File: src/pcs_pkg.sv
// ----------------------------------------------------------------------------
// pcs_pkg
// shared types, constants and the led code table of the column scanner
// ----------------------------------------------------------------------------
package pcs_pkg;

    localparam int COLUMNS = 7;
    localparam logic [3:0] COLUMNS_W = 4'(COLUMNS);

    // image geometry: seven columns of seven led bits
    localparam int IMAGE_W = 49;
    localparam logic [5:0] LEDS_PER_COL = 6'd7;
    localparam logic [3:0] IMAGE_COLS = 4'd7;
    localparam logic [2:0] DARK_LED = 3'd7;
    localparam logic [2:0] PARK_COLUMN = 3'd5;
    localparam logic [4:0] PULLUP_BIT = 5'h10;

    // register map, byte address 8*index
    localparam int PADDR_W = 5;
    localparam logic [1:0] REG_IMAGE = 2'd0;
    localparam logic [1:0] REG_PRESCALE = 2'd1;
    localparam logic [1:0] REG_REFRACTORY = 2'd2;

    localparam logic [7:0] PRESCALE_RESET = 8'd80;
    localparam logic [15:0] REFRACTORY_RESET = 16'd800;
    localparam logic [15:0] PERIOD_RESET = 16'd500;

    typedef struct packed {
        logic [7:0]  fast_count;
        logic [15:0] slow_timer;
        logic [2:0]  column_index;
        logic        reversed;
        logic [2:0]  led_index;
        logic [15:0] swing_period;
        logic [15:0] refractory_count;
        logic        refractory_running;
        logic        switch_latched;
    } pcs_state_t;

    typedef struct packed {
        logic [IMAGE_W-1:0] image_bits;
        logic [7:0]         prescale_limit;
        logic [15:0]        refractory_limit;
    } pcs_cfg_t;

    typedef struct packed {
        logic [4:0] port_drive;
        logic [3:0] direction_drive;
        logic       swing_event;
    } pcs_result_t;

    function automatic logic [7:0] led_code(input logic [2:0] idx);
        logic [7:0] code;
        case (idx)
            3'd0: code = 8'h51;
            3'd1: code = 8'h54;
            3'd2: code = 8'hC8;
            3'd3: code = 8'hC4;
            3'd4: code = 8'h91;
            3'd5: code = 8'h98;
            3'd6: code = 8'h31;
            3'd7: code = 8'h32;
            default: code = 8'h00;
        endcase
        return code;
    endfunction

endpackage

File: src/pcs_step.sv
// ----------------------------------------------------------------------------
// pcs_step
// one tick of the scanner: switch rule, timers, column order and led drive
// ----------------------------------------------------------------------------
module pcs_step import pcs_pkg::*; (
    input  pcs_state_t  cur,
    input  pcs_cfg_t    cfg,
    input  logic        switch_open,
    output pcs_state_t  nxt,
    output pcs_result_t res
);

    logic [16:0] period_sum;
    logic [3:0]  col_inc;
    logic [3:0]  col_sel;
    logic [5:0]  bit_idx;
    logic [7:0]  code;

    assign period_sum = {1'b0, cur.swing_period} + {1'b0, cur.slow_timer};

    always_comb begin
        nxt = cur;
        res = '0;
        col_inc = '0;
        col_sel = '0;
        bit_idx = '0;
        code = led_code(cur.led_index);

        // switch rule
        if (switch_open) begin
            nxt.refractory_running = 1'b1;
            if (cur.refractory_count > cfg.refractory_limit) begin
                nxt.switch_latched = 1'b0;
                nxt.refractory_running = 1'b0;
            end
        end else begin
            if (!cur.switch_latched) begin
                nxt.swing_period = period_sum[16:1];
                nxt.slow_timer = '0;
                nxt.fast_count = '0;
                nxt.reversed = 1'b0;
                res.swing_event = 1'b1;
            end
            nxt.refractory_running = 1'b0;
            nxt.refractory_count = '0;
            nxt.switch_latched = 1'b1;
        end

        // prescaled timer and column advance
        nxt.fast_count = nxt.fast_count + 8'd1;
        if (nxt.fast_count > cfg.prescale_limit) begin
            nxt.slow_timer = nxt.slow_timer + 16'd1;
            nxt.fast_count = '0;
            col_inc = {1'b0, nxt.column_index} + 4'd1;
            if (col_inc >= COLUMNS_W) begin
                nxt.column_index = 3'd0;
            end else begin
                nxt.column_index = col_inc[2:0];
            end
        end

        // reverse at half period
        if (!nxt.reversed && nxt.slow_timer > {1'b0, nxt.swing_period[15:1]}) begin
            nxt.reversed = 1'b1;
            nxt.column_index = 3'd0;
        end

        // blank until the phase delay, else drive the current led
        if (nxt.slow_timer > {3'b0, nxt.swing_period[15:3]}) begin
            if ({1'b0, nxt.column_index} < COLUMNS_W) begin
                col_sel = nxt.reversed ? (COLUMNS_W - 4'd1 - {1'b0, nxt.column_index})
                                       : {1'b0, nxt.column_index};
                if (col_sel < IMAGE_COLS && cur.led_index != DARK_LED) begin
                    bit_idx = 6'({3'b0, col_sel[2:0]} * LEDS_PER_COL) + {3'b0, cur.led_index};
                    if (cfg.image_bits[bit_idx]) begin
                        res.port_drive = {1'b0, code[3:0]} | PULLUP_BIT;
                        res.direction_drive = code[7:4];
                    end
                end
            end
        end else begin
            nxt.column_index = PARK_COLUMN;
        end

        nxt.led_index = cur.led_index + 3'd1;
        if (nxt.refractory_running) begin
            nxt.refractory_count = nxt.refractory_count + 16'd1;
        end
    end

endmodule

File: src/pcs_regs.sv
// ----------------------------------------------------------------------------
// pcs_regs
// apb register file: image, prescale limit and refractory limit
// ----------------------------------------------------------------------------
module pcs_regs import pcs_pkg::*; (
    input  logic               aclk,
    input  logic               aresetn,
    input  logic               psel,
    input  logic               penable,
    input  logic               pwrite,
    input  logic [PADDR_W-1:0] paddr,
    input  logic [63:0]        pwdata,
    output logic [63:0]        prdata,
    output logic               pready,
    output pcs_cfg_t           cfg
);

    pcs_cfg_t   cfg_reg;
    logic [1:0] reg_idx;
    logic       wr_en;

    assign reg_idx = paddr[PADDR_W-1:3];
    assign wr_en = psel && penable && pwrite;
    assign pready = 1'b1;
    assign cfg = cfg_reg;

    always_ff @(posedge aclk) begin
        if (!aresetn) begin
            cfg_reg.image_bits <= '0;
            cfg_reg.prescale_limit <= PRESCALE_RESET;
            cfg_reg.refractory_limit <= REFRACTORY_RESET;
        end else if (wr_en) begin
            case (reg_idx)
                REG_IMAGE:      cfg_reg.image_bits <= pwdata[IMAGE_W-1:0];
                REG_PRESCALE:   cfg_reg.prescale_limit <= pwdata[7:0];
                REG_REFRACTORY: cfg_reg.refractory_limit <= pwdata[15:0];
                default: ;
            endcase
        end
    end

    always_comb begin
        case (reg_idx)
            REG_IMAGE:      prdata = {{(64-IMAGE_W){1'b0}}, cfg_reg.image_bits};
            REG_PRESCALE:   prdata = {56'b0, cfg_reg.prescale_limit};
            REG_REFRACTORY: prdata = {48'b0, cfg_reg.refractory_limit};
            default:        prdata = '0;
        endcase
    end

endmodule

File: src/pov_column_scanner_sync.sv
// ----------------------------------------------------------------------------
// pov_column_scanner_sync
// persistence-of-vision column scanner driven by tilt-switch ticks
// ----------------------------------------------------------------------------
// each request on the s_ channel is one timer tick carrying the tilt switch
// level (s_switch_open). every tick yields exactly one result on the m_
// channel: the charlieplex port and direction codes for the current led and
// a flag for a newly accepted switch closure.
// the tick is held in an input register, the scan step runs as one pass of
// combinational logic, and the result lands in the output register, so a
// result shows on m_valid once its tick has passed from the input register
// into the output register. one request per cycle is sustained while m_ready
// holds; the state register takes the update of one tick and feeds the next.
// when the receiver stalls, the result is held in the output register and
// one more request is taken into the input register; s_ready then drops
// until m_ready returns.
// reset (aresetn low, synchronous) empties both registers, clears timers and
// latch, sets the period estimate to 500 and the registers to defaults. the
// user keeps apb port (8-byte register stride) writes to idle; not enforced.
// ----------------------------------------------------------------------------
module pov_column_scanner_sync import pcs_pkg::*; (
    input  logic               aclk,
    input  logic               aresetn,
    input  logic               s_valid,
    output logic               s_ready,
    input  logic               s_switch_open,
    output logic               m_valid,
    input  logic               m_ready,
    output logic [4:0]         m_port_drive,
    output logic [3:0]         m_direction_drive,
    output logic               m_swing_event,
    input  logic               psel,
    input  logic               penable,
    input  logic               pwrite,
    input  logic [PADDR_W-1:0] paddr,
    input  logic [63:0]        pwdata,
    output logic [63:0]        prdata,
    output logic               pready
);

    pcs_cfg_t    cfg;
    pcs_state_t  state_reg;
    pcs_state_t  state_next;
    pcs_result_t res_next;
    pcs_result_t res_reg;
    logic        in_valid_reg;
    logic        in_switch_reg;
    logic        out_valid_reg;
    logic        advance;

    pcs_regs u_regs (
        .aclk    (aclk),
        .aresetn (aresetn),
        .psel    (psel),
        .penable (penable),
        .pwrite  (pwrite),
        .paddr   (paddr),
        .pwdata  (pwdata),
        .prdata  (prdata),
        .pready  (pready),
        .cfg     (cfg)
    );

    pcs_step u_step (
        .cur         (state_reg),
        .cfg         (cfg),
        .switch_open (in_switch_reg),
        .nxt         (state_next),
        .res         (res_next)
    );

    // the held tick moves on when the output slot is free or being taken
    assign advance = in_valid_reg && (!out_valid_reg || m_ready);
    assign s_ready = !in_valid_reg || advance;

    always_ff @(posedge aclk) begin
        if (!aresetn) begin
            in_valid_reg <= 1'b0;
            out_valid_reg <= 1'b0;
            state_reg <= '{swing_period: PERIOD_RESET, default: '0};
        end else begin
            if (s_ready) begin
                in_valid_reg <= s_valid;
            end
            if (advance) begin
                out_valid_reg <= 1'b1;
                state_reg <= state_next;
            end else if (m_ready) begin
                out_valid_reg <= 1'b0;
            end
        end
    end

    always_ff @(posedge aclk) begin
        if (s_valid && s_ready) begin
            in_switch_reg <= s_switch_open;
        end
        if (advance) begin
            res_reg <= res_next;
        end
    end

    assign m_valid = out_valid_reg;
    assign m_port_drive = res_reg.port_drive;
    assign m_direction_drive = res_reg.direction_drive;
    assign m_swing_event = res_reg.swing_event;

endmodule

File: config.mk
export PLATFORM = sky130hd
export DESIGN_NAME = pov_column_scanner_sync
export DESIGN_NICKNAME = d
export VERILOG_FILES = /design/src/pcs_pkg.sv /design/src/pcs_step.sv /design/src/pcs_regs.sv /design/src/pov_column_scanner_sync.sv
export SDC_FILE = /design/constraint.sdc
export NUM_CORES = 1
export LEC_CHECK = 0
export ABC_AREA = 1
export BUFFER_PORTS_ARGS = -buffer_cell sky130_fd_sc_hd__buf_2
export CAP_MARGIN = 20
export CELL_PAD_IN_SITES_DETAIL_PLACEMENT = 0
export CELL_PAD_IN_SITES_GLOBAL_PLACEMENT = 1
export CORE_MARGIN = 2
export CORE_UTILIZATION = 39
export CTS_CLUSTER_DIAMETER = 40
export CTS_CLUSTER_SIZE = 8
export DETAILED_ROUTE_END_ITERATION = 7
export MAX_ROUTING_LAYER = met4
export PLACE_DENSITY_LB_ADDON = 0.1
export RECOVER_POWER = 25
export SYNTH_ARGS = -nofsm -noshare
export SYNTH_HDL_FRONTEND = slang
export SYNTH_SLANG_ARGS = --single-unit
File: constraint.sdc
create_clock -name aclk -period 9.03 [get_ports aclk]
set_input_delay 0.903 -clock aclk [delete_from_list [all_inputs] [get_ports aclk]]
set_output_delay 0.903 -clock aclk [all_outputs]
set_load 0.02 [all_outputs]
# Word level (Yosys, flattened, before mapping)
# Memories as Yosys holds them, arrays and structs flattened. A register that Yosys moved wholly into a read port is not among the register bits.
# Index checks and enable logic that the tools add are counted.
[word_totals]
ff_bits = 150
rom_bits = 64
inputBits = 77
output_inout_bits = 77
mem_count = 1
[memory_table]
columns = ["memory", "depth", "word_bits", "rd", "rd_ports_with_merged_regs", "write_ports", "line_no", "rtl"]
rows = [
  ["(name not given)", 8, 8, 1, 1, 0, "pcs_pkg.sv:54", "case (idx)"],
]
[op_classes]
n_addsub = 8
n_mul = 1
magnitude_cmp = 8
eq_ne = 4
mux = 23
bitwise_logic = 2
reduce_logical = 20
[op_table]
columns = ["op", "n"]
rows = [
  ["$pmux 49 s3", 1],
  ["$mux 24", 2],
  ["$add 16x1->16 const B", 2],
  ["$mux 16", 2],
  ["$mux 32", 1],
  ["$mux 27", 1],
  ["$add 16x16->17", 1],
  ["$gt 16x13->1", 1],
  ["$gt 16x15->1", 1],
  ["$gt 16x16->1", 1],
  ["$mux 3", 4],
  ["$mux 9", 1],
  ["$add 8x1->8 const B", 1],
  ["$gt 8x8->1", 1],
  ["$mux 4", 2],
  ["$reduce_and 2->1", 4],
  ["$lt 6x7->1 const B", 1],
  ["$add 6x3->6", 1],
  ["$bmux 1 s6", 1],
  ["$logic_and 1x1->1", 6],
  ["$mul 3x3->6 const B", 1],
  ["$mux 1", 6],
  ["$reduce_and 3->1", 2],
  ["$add 3x1->4 const B", 1],
  ["16 further kinds", 21],
]

# Logic depth before layout (Yosys ltp)
[logic_depth]
depth_word = 15
mapped_depth = 56

# By module
# From an unflattened synthesis, not the netlist that was laid out.
[unflattened]
hier_cells = 1816
area_unflattened_um2 = 11441.0
[by_module_without_submodules]
columns = ["mod", "n_inst", "cells_each", "area_each_um2", "seq_area_each_um2"]
rows = [
  ["pcs_step", 1, 795, 4503.1, 0.0],
  ["pcs_regs", 1, 585, 3663.5, 1461.4],
  ["pov_column_scanner_sync", 1, 436, 3274.4, 1671.6],
]

# Worst setup path after synthesis
# Ideal clock, no wire load.
[synth_timing]
path_type = "register to register"
start = "reg in_switch_reg"
end = "reg res_reg (netlist bit m_direction_drive[0]) (data pin)"
setup_ns = 0.254
arrival_ns = 7.755
required_ns = 8.776
path_slack_ns = 1.021
path_stages_with_launch = 53
n_path_buf = 6
period_less_slack_ns = 8.009
path_cell_list = "edfxtp_1 > nor2_2 > buf_6 > buf_1 > buf_1 > clkbuf_1 > nor2_1 > ha_1 > nand4_1 > nor3_1 > xor2_1 > ha_1 > nand2_1 > nor2_1 > nand2_1 > nand2_1 > nand2_1 > buf_2 > [... 17 more ...] > nand2_1 > nand2_1 > xor2_1 > fa_1 > inv_1 > fa_1 > inv_1 > fa_1 > clkbuf_1 > nor4_1 > a31o_2 > o21bai_1 > nand3b_1 > nor2_1 > nand2_1 > inv_2 > nand2_4 > nor2_2"
[synth_lines]
columns = ["item", "line_no", "rtl"]
rows = [
  ["start, declared", "pov_column_scanner_sync.sv:47", "logic in_switch_reg;"],
  ["start signal, assigned", "pov_column_scanner_sync.sv:96", "in_switch_reg <= s_switch_open;"],
  ["end signal, assigned", "pov_column_scanner_sync.sv:99", "res_reg <= res_next;"],
  ["end, declared", "pov_column_scanner_sync.sv:45", "pcs_result_t res_reg;"],
]

==> flow_metrics.py <==
metrics = {
    "status": {
        "status": "finished, violations left",
        "violations": "capacitance limit, slew limit",
    },
    "detailed_routing": {
        "final_antenna_net_count": 0,
        "detail_route.wl_per_cell_um": 15.0,
        "vias": 9421,
        "drt_iter0_drc": 538,
        "first_pass_iters": 5,
        "wl_mm": 28.3,
        "viasPerCell": 4.99,
        "drc": 0,
    },
    "logic_synthesis": {
        "ys_async_sr_fraction_pct": 0,
        "post-synth-top-count-cell": "nand2_1",
        "yosysSeqAreaShare_pct": 32.2,
        "synth_top_area_share_pct": 29.0,
        "yosys-top-cells-area": "dfxtp_1, ha_1, nand2_1",
        "synth_top_area_cell": "dfxtp_1",
        "synth_commonest_cells": "nand2_1, inv_1, a21oi_1",
        "yosys_warnings": 0,
        "syn_avg_cell_area_um2": 6.98,
        "syn_area_um2": 10200,
        "synth_edf_count": 11,
        "ys_ff_latch": 158,
        "synth_cell_types": 50,
        "synthCells": 1455,
        "ys.flop_type": "dfxtp_1",
    },
    "place": {
        "io_buffers": 119,
        "post-place-ws_ps": 770,
        "gp_congestion": 0.840,
        "dp_hpwl_mm": 20.4,
    },
    "clock_network": {
        "cts_tree": "yes",
        "clock_sinks": 158,
        "cts_setup_buffers": 0,
        "clk_pin_slew_ps": 70,
        "root_buffer": "clkbuf_16",
        "ctsLongestPathBuffers": 2,
        "insertion_delay_ps": 430,
        "cts_max_level": 4,
        "cts_buffers": 17,
    },
    "timing": {
        "relSlewSlack_pct": -189,
        "finalClockSkew_ps": 11.7,
        "fin_hold_ws_ps": 467,
        "period_needed_ps": 7930,
        "fin_crit_sh_pct": 87.8,
        "drv_slew": 256,
        "timing.setup.tns_ps": 0,
        "setup-violations-final": 0,
        "fin_ws_ps": 1100,
        "fmax_mhz": 126,
        "hold_viol_final": 0,
        "worst_pin_slew_ps": 4330,
        "grt_setup_unrepaired": "no",
    },
    "power": {
        "intPower_mw": 1.31,
        "ir_worst_vdd_uv": 103,
        "p_leak_nw": 5.10,
        "pwr-share-seq_pct": 38.2,
        "p_sw_share_pct": 33.3,
        "p_clk_share_pct": 38.2,
        "powerDensity_nw_per_um2": 171,
        "power_frac_comb_pct": 23.6,
        "switchingPower_mw": 0.657,
    },
    "final_layout": {
        "n_antenna_cell": 0,
        "drive_gt1_share_pct": 11.9,
        "largest_reg_flops": 73,
        "syn_to_final_growth_pct": 13.7,
        "fill_cells": 2766,
        "fin_nets": 1707,
        "regArea_um2": 3270,
        "multi_input_area_um2": 5870,
    },
    "die": {
        "coreArea_um2": 25800,
        "die_h_um": 165,
        "num_rows": 59,
        "die_x_um": 165,
        "io_pins": 154,
        "dieArea_um2": 27400,
        "initial_core_util_pct": 39.3,
    },
    "worst_setup_path": {
        "cp_common_cell": "nand2_1",
        "worst-path-buf-inv": 7,
        "critPathSlowestCell": "fa_1",
        "worstSetupEndpointType": "flop",
        "worst_path_largest_cell_delay_ps": 520,
        "critPathRequiredTime_ps": 9220,
        "crit_path_start_kind": "flop",
        "critPathKind": "flop to flop",
        "r2r_setup_slack_ps": 1100,
        "cp.arrival_ps": 8120,
        "cp_top_family": "simple AND/OR/NAND/NOR gates",
        "critPathMaxFanout": 10,
    },
    "global_route": {
        "grt_antenna_before_repair": 0,
        "grt_pass1_wl_mm": 45.7,
        "overflow": 0,
        "grt_max_degree": 102,
        "grtUsageTotal_pct": 21.8,
        "grt_pass1_vias": 8784,
    },
    "flow_run": {
        "cap_violations": 4,
    },
    "worst_hold_path": {
        "hold_class": "flop to flop",
    },
}
==> what timing repair did <==
action / CTS / global route
gates resized for setup: 0 / 3
endpoints found under the setup margin: 0 / 9
hold buffers: 0 / 0
==> layer usage <==
metal	routed length, µm	part of all wire, %	track usage (%)	vias up
li1	-	-	-	4944
met2	13200	47	35.7	170
met3	856	3.0	2.95	25
met1	13900	49	28.9	4282
met5	0	0	-	-
met4	341	1.2	4.58	0
==> cell usage in the layout (no fill, tap or decap), types with 11 or more instances in the layout <==
master | netlist | layout
xor2_1 | 38 | 37
conb_1 | 2 | 16
nand3_1 | 50 | 50
a21oi_1 | 159 | 159
ha_1 | 85 | 85
xnor2_1 | 11 | 11
nand4_1 | 25 | 25
o21ai_0 | 156 | 156
nor2_1 | 144 | 144
clkbuf_1 | 54 | 18
edfxtp_1 | 11 | 11
nor2_2 | 13 | 12
inv_1 | 184 | 181
nand2_1 | 243 | 243
dfxtp_1 | 147 | 147
clkbuf_16 | 0 | 19
o211ai_1 | 14 | 14
nor3_1 | 18 | 18
buf_2 | 2 | 107
==> logic make-up after synthesis <==
kind of cell	count (synthesis)	synth area share, %
adder cells (fa/ha/maj)	90	11.5
AND/OR/NAND/NOR	518	22.0
flip-flops	158	32.2
buffers and inverters	271	10.7
XOR/XNOR	49	4.22
other	2	0.0739
AO/OA/AOI/OAI	367	19.3
==> power groups by stage <==
stage	Clock (mW)	Sequential, mW	Combinational [mW]
floorplan	0	0.769	0.337
global placement	0	0.769	0.460
detailed placement	0	0.769	0.466
CTS	0.769	0.753	0.469
global route	0.795	0.757	0.532
finish	0.752	0.753	0.464
==> tightest hold or removal path: stages (launching register included) <==
cell and delay (ps):
dfxtp_1 310, nand2_1 60, a21oi_1 50
==> cell type report <==
class | instances | share of cell area [%]
clock buffers | 21 | 4.18
clock inverters | 11 | 1.03
inverters | 190 | 6.18
multi-input cells | 1040 | 50.8
well taps | 335 | 3.63
flip-flops and latches | 158 | 28.3
repair buffers | 133 | 5.84
==> final timing paths <==
kind | from | end | cells past startpoint
worst max-delay path | in_switch_reg$_DFFE_PP_ | m_direction_drive[0]$_SDFFCE_PN0P_ | 50
worst min register to register | state_reg[63]$_SDFFE_PN0P_ | state_reg[63]$_SDFFE_PN0P_ | 2
worst min-delay path | state_reg[63]$_SDFFE_PN0P_ | state_reg[63]$_SDFFE_PN0P_ | 2
worst max register to register | in_switch_reg$_DFFE_PP_ | m_direction_drive[0]$_SDFFCE_PN0P_ | 50
==> metrics by stage <==
step / cells / util, % / power [mW] / cell area [µm²]
final: 1888 / 44.7 / 1.97 / 11500
after global routing: 1888 / 44.7 / 2.08 / 11500
after CTS: 1888 / 44.8 / 1.99 / 11600
after detailed placement: 1856 / 42.4 / 1.24 / 11000
after global placement: 1856 / 42.4 / 1.23 / 11000
after floorplan: 1469 / - / 1.11 / 10200
Power figures use the tool's default switching activity.
